`src/hw/rtl/sc_pkg.sv`:
```
// Package for the sine/cosine series pipeline: Q.48 and Q30 constants, widths and
// the bus type passed between series term stages. No dependencies.
package sc_pkg;

   localparam int TERMS_DEFAULT = 18;
   localparam int FRAC_BITS     = 48;
   localparam int RED_STEPS     = 5;
   localparam int RES_W         = 14;
   localparam int X_W           = 57;

   localparam logic [63:0] TWO_PI_Q48  = 64'h0006487ED5110B46;
   localparam logic [63:0] HALF_PI_Q48 = 64'h0001921FB54442D2;
   localparam logic [63:0] ONE_Q30     = 64'h0000000040000000;

   typedef enum logic {
      OP_SINE   = 1'b0,
      OP_COSINE = 1'b1
   } opcode_type;

   typedef struct packed {
      logic               valid;
      logic               neg;
      logic [63:0]        t;
      logic [63:0]        x2;
      logic signed [63:0] sum;
   } term_bus_type;

endpackage

```
`src/hw/rtl/sc_front.sv`:
```
// Front end: cosine offset, magnitude and sign, and reduction modulo 2*pi
// by restoring subtraction. Depends on sc_pkg.
module sc_front
   import sc_pkg::*;
(
   input  logic               clock,
   input  logic               reset,
   input  logic               en,
   input  logic               in_valid,
   input  logic               in_opcode,
   input  logic signed [31:0] in_angle,
   output logic               out_valid,
   output logic               out_neg,
   output logic [63:0]        out_x
);

   localparam logic [X_W-1:0] TP = X_W'(TWO_PI_Q48);

   logic               v_valid_ff;
   logic signed [57:0] v_ff, v_in, av;
   logic [57:0]        neg_v;

   logic               red_valid_ff [0:RED_STEPS];
   logic               red_neg_ff   [0:RED_STEPS];
   logic [X_W-1:0]     red_x_ff     [0:RED_STEPS];

   always_comb begin
      av = {{2{in_angle[31]}}, in_angle, 24'd0};
      if (opcode_type'(in_opcode) == OP_COSINE) begin
         v_in = $signed(58'(HALF_PI_Q48)) - av;
      end else begin
         v_in = av;
      end
      neg_v = 58'(-v_ff);
   end

   always_ff @(posedge clock) begin
      if (reset) begin
         v_valid_ff <= 1'b0;
      end else if (en) begin
         v_valid_ff <= in_valid;
      end
      if (en) begin
         v_ff <= v_in;
      end
   end

   always_ff @(posedge clock) begin
      if (reset) begin
         red_valid_ff[0] <= 1'b0;
      end else if (en) begin
         red_valid_ff[0] <= v_valid_ff;
      end
      if (en) begin
         red_neg_ff[0] <= v_ff[57] || (v_ff == 58'sd0);
         red_x_ff[0]   <= v_ff[57] ? neg_v[X_W-1:0] : v_ff[X_W-1:0];
      end
   end

   for (genvar i = 0; i < RED_STEPS; i++) begin : g_red
      localparam logic [X_W-1:0] SUB = TP << (RED_STEPS - 1 - i);
      always_ff @(posedge clock) begin
         if (reset) begin
            red_valid_ff[i+1] <= 1'b0;
         end else if (en) begin
            red_valid_ff[i+1] <= red_valid_ff[i];
         end
         if (en) begin
            red_neg_ff[i+1] <= red_neg_ff[i];
            red_x_ff[i+1]   <= (red_x_ff[i] >= SUB) ? red_x_ff[i] - SUB : red_x_ff[i];
         end
      end
   end

   assign out_valid = red_valid_ff[RED_STEPS];
   assign out_neg   = red_neg_ff[RED_STEPS];
   assign out_x     = {{(64-X_W){1'b0}}, red_x_ff[RED_STEPS]};

endmodule

```
`config.mk`:
```
export PLATFORM = sky130hd
export DESIGN_NAME = sc_front
export DESIGN_NICKNAME = d
export VERILOG_FILES = /design/src/hw/rtl/sc_pkg.sv /design/src/hw/rtl/sc_front.sv
export SDC_FILE = /design/constraint.sdc
export NUM_CORES = 1
export LEC_CHECK = 0
export BUFFER_PORTS_ARGS = -buffer_cell sky130_fd_sc_hd__buf_4
export CORE_MARGIN = 4
export CORE_UTILIZATION = 40
export CTS_CLUSTER_DIAMETER = 200
export CTS_CLUSTER_SIZE = 28
export DETAILED_ROUTE_END_ITERATION = 6
export SLEW_MARGIN = 25
export SYNTH_ARGS = -nofsm -noshare
export SYNTH_HDL_FRONTEND = slang
export SYNTH_SLANG_ARGS = --single-unit
```
`constraint.sdc`:
```
create_clock -name clock -period 3.1 [get_ports clock]
set_clock_uncertainty 0.05 [all_clocks]
set_input_delay 0.465 -clock clock [delete_from_list [all_inputs] [get_ports clock]]
set_output_delay 0.465 -clock clock [all_outputs]
set_load 0.02 [all_outputs]
```
* After elaboration in Yosys (flattened, before gate mapping) *
Memory sizes are Yosys's and may differ from the RTL's.
Cells that the tools add are included.

operators by class
  add/sub/neg operators = 7
  order comparisons = 5
  mux-type cells = 19
  bitwise gates (word level) = 6
  reduce and logical (&&, ||, !) cells = 2

operators by type and width
  kind                      count
  $mux W57                  6
  $logic_not A58 Y1         1
  $mux W58                  1
  $ge A57 B51 Y1 const B    1
  $ge A57 B52 Y1 const B    1
  $ge A57 B53 Y1 const B    1
  $ge A57 B54 Y1 const B    1
  $ge A57 B55 Y1 const B    1
  $neg A57 Y57              1
  $sub A50 B56 Y57 const A  1
  $sub A57 B51 Y57 const B  1
  $sub A57 B52 Y57 const B  1
  $sub A57 B53 Y57 const B  1
  $sub A57 B54 Y57 const B  1
  $sub A57 B55 Y57 const B  1
  $mux W1                   12
  $or A1 B1 Y1              6
  $logic_or A1 B1 Y1        1

storage, ports and cells
  bits in registers = 59
  RAM bits = 354
  bits of input ports = 37
  logic and storage cells = 45
  memories kept = 3

memory list
  memory        words  bits a word  rd ports  clocked after Yosys merged registers in  wr ports  RTL line        text
  red_x_ff      6      57           6         0                                        6         sc_front.sv:25  logic [X_W-1:0] red_x_ff [0:RED_STEPS];
  red_neg_ff    6      1            6         0                                        6         sc_front.sv:24  logic red_neg_ff [0:RED_STEPS];
  red_valid_ff  6      1            6         0                                        6         sc_front.sv:23  logic red_valid_ff [0:RED_STEPS];

* Depth between registers and ports, before layout *
  depth after elaboration = 4
  depth in mapped cells = 12
  gate-level depth less buffers = 11

* Worst setup path after synthesis *
OpenSTA, ideal clock, no wires.

  path type = register to register
  start = memory red_x_ff[2][3]
  end = memory red_x_ff[3][37], data pin
  library setup time = 0.271 ns
  arrival = 2.649 ns
  required time = 2.779 ns
  path slack = 0.129 ns
  stages on the path, launching flop included = 11
  buffers on the path = 1
  clock period less this slack = 2.971 ns
  cells stage by stage = edfxtp_1 -> ha_1 -> or4_1 -> o21ai_0 -> a21oi_1 -> a21oi_1 -> o21bai_1 -> a21boi_1 -> buf_2 -> nor4_1 -> xor2_1

RTL lines
  what                RTL line
  start: declaration  sc_front.sv:25

==> metrics.csv <==
stage;metric;value;unit
outcome;outcome;completed;
route;drt_iter0_markers;661;
place;place_inst;2558;
sta;max_slew_margin;54.2;%
critical_path;crit_arrival;3310;ps
sta;setup_viol;0;
pwr;p_leak;0.00808;µW
floorplan;rows;80;
yosys;synth_edf_count;352;
cells_and_area;multi_input_area;8350;µm²
route;wire_per_inst;15.2;µm
route;dr.pass1.iters;5;
yosys;ys_warn_count;0;
job;maxCapViolCount;0;
cells_and_area;layout-drive-gt1-share;16.4;%
clock_network;path_clk_slew;110;ps
yosys;synth_area;19300;µm²
sta;fin_crit;2990;ps
floorplan;ioPinCount;103;
yosys;syn_avg_cell_area;11.0;µm²
cells_and_area;layout.cells.non_filler;2587;
floorplan;die_x;227;µm
pwr;peakVddDrop;0.300;mV
grt;grt_max_degree;67;
grt;grt_pass1_vias;13540;
hold_path;hold_class;input pin to register;
clock_network;clk-insertion-delay-late;530;ps
critical_path;cpMaxStageDelayCell;or4b_1;
place;dp_hpwl;30.9;mm
route;post-route-drc-count;0;
grt;track_usage;15.1;%
critical_path;worst_setup_path_start_kind;register;
sta;finalHoldViolations;0;
clock_network;clockBufferDepth;3;
sta;worstMarginPinSlew;679;ps
place;place.gp.congestion;0.918;
floorplan;fp.dieH;227;µm
route;vias;13397;
cells_and_area;final_common_cell;edfxtp_1;
sta;period_share;96.3;%
route;ant_nets;0;
yosys;async_flop_share;0;%
yosys;ys_seq_area_share;55.0;%
clock_network;numClockSinks;353;
grt;antenna_found_initial;0;
route;vias_per_cell;5.18;
grt;grt_pass1_wl;65.0;mm
grt;overflow;0;
cells_and_area;syn_to_final_growth;16.3;%
floorplan;fp.coreArea;47600;µm²
floorplan;start_util;40.4;%
clock_network;ctsHtreeMaxLevel;1;
clock_network;cts_root_buf;clkbuf_16;
critical_path;path_cells;or4b_1, or3_1, nor3_2, o311ai_1, and3_2, or4_4, a21oi_2, xor2_1;
critical_path;path_buf_inv;0;
cells_and_area;layout_common_cells;edfxtp_1, buf_4, xnor2_1;
critical_path;criticalPathCategory;register to register;
critical_path;crit_fanout;6;
cells_and_area;fillers;4372;
place;io_buffers;94;
critical_path;cp-end-kind;register;
clock_network;cts_made_buffers;16;
pwr;power.density;649;nW/µm²
yosys;synth_cells;1753;
sta;max_freq;335;MHz
sta;maxSlewViolCount;0;
yosys;ys_ff_latch;353;
pwr;fin_total_pwr;14500;µW
yosys;synth_ff_type;edfxtp_1;
clock_network;hold_buffers;0;
cells_and_area;regArea;10600;µm²
yosys;yosysUniqueCellTypes;75;
critical_path;crit_family;simple AND/OR/NAND/NOR gates;
clock_network;tritoncts;done;
critical_path;cp_slowest_stage_delay;540;ps
route;routed_wl;39.4;mm
critical_path;cp.required;3430;ps
cells_and_area;nets;2021;
floorplan;die_area;51700;µm²
cells_and_area;antenna_cells;0;
-- synthesized netlist by cell type, types with 6 or more instances --
master       n  share of area, %
o211ai_1    13              0.51
nand4_1     13              0.42
clkbuf_1    47              0.92
xnor2_1    178               8.1
inv_1       40              0.78
o31ai_1     25              0.97
a31oi_1     17              0.55
o41ai_1     13              0.59
a21boi_0     6              0.23
a2111oi_0    8              0.36
nor2_1     144               2.8
edfxtp_1   352                55
o21ai_0     97               2.5
a211oi_1    21              0.82
and2_1      25              0.81
a21o_1      17              0.66
nor3_1      66               1.7
buf_4        9              0.35
nor4_1      34               1.1
and3_1      12              0.39
xor2_1     116               5.3
nand2_1    165               3.2
buf_2        7              0.18
a21oi_1     86               2.2
nand2b_1    15              0.49
nor2b_1      9              0.29
o21bai_1     6              0.23
or3_1       22              0.71
or2_2       12              0.39
nand3_1     46               1.2
ha_1        17               1.1
nand3b_1     6              0.23
or4_1       15              0.58
-- layout make-up --
| type | instances | share of cell area, % |
|---|---|---|
| Clock inverter | 1 | 0.0726 |
| Inverter | 40 | 0.670 |
| Timing Repair Buffer | 258 | 9.31 |
| Multi-Input combinational cell | 1298 | 37.3 |
| Clock buffer | 22 | 1.98 |
| Tap cell | 615 | 3.43 |
| Sequential cell | 353 | 47.3 |
-- registers in the layout (all words and copies together), names as in the netlist --
register / flops
red_neg_ff: 6
v_valid_ff: 1
red_valid_ff: 6
red_x_ff: 306
v_ff: 34
-- routing by layer --
metal  GRT usage [%]  vias to the layer above  share of wire (%)
li1                -                     6869                  -
met1            16.7                     6193                 40
met3            1.66                       80                3.1
met2            29.4                      255                 53
met4            5.82                        0                3.8
met5               0                        -                  0
-- where the power goes --
part	internal [µW]	leakage, µW	total [µW]	switching, µW
clock	1020	0.000222	2390	1370
sequential	6670	0.00346	7520	850
combinational	2170	0.00439	4620	2450
-- worst paths after layout --
check             startpoint               to  slack, ps  depth (start not counted)
max          red_x_ff[3][24]  red_x_ff[4][54]        110                          8
min                    reset       v_valid_ff         40                          2
max reg2reg  red_x_ff[3][24]  red_x_ff[4][54]        110                          8
min reg2reg    red_neg_ff[4]    red_neg_ff[5]        370                          0
-- through the flow --
| step | hold WS [ps] | cell area, µm² | worst slack [ps] | setup TNS, ps | utilization, % |
|---|---|---|---|---|---|
| 3_3_place_gp | 360 | 21800 | 85.3 | 0 | 45.7 |
| 5_1_grt | 1.43 | 22400 | -41.1 | -217 | 47.0 |
| 4_1_cts | 6.12 | 22300 | 34.0 | 0 | 46.7 |
| 6_report | 37.2 | 22400 | 115 | 0 | 47.0 |
| 2_1_floorplan | 350 | 19300 | 129 | 0 | - |
| 3_5_place_dp | 359 | 21800 | 42.2 | 0 | 45.7 |
-- kinds of logic (layout without fill, tap and decap cells) --
| kind of cell | after synthesis | in the layout | share of synthesized area [%] |
|---|---|---|---|
| AOI/OAI and AO/OA | 359 | 359 | 12.1 |
| muxes | 9 | 9 | 0.500 |
| other | 1 | 8 | 0.0195 |
| buffers and inverters | 109 | 321 | 2.38 |
| xor gates and xnor gates | 294 | 294 | 13.4 |
| and+or+nand+nor | 611 | 611 | 15.6 |
| DFF | 353 | 353 | 55.0 |
| adders and majority gates | 17 | 17 | 1.10 |
-- what timing repair did --
item                                    4_1_cts  5_1_grt
endpoints found under the setup margin        0       76
endpoints found under the hold margin         0        0
resized for setup                             0       21
setup buffers                                 0        5
(Power assumes the default switching activity.)
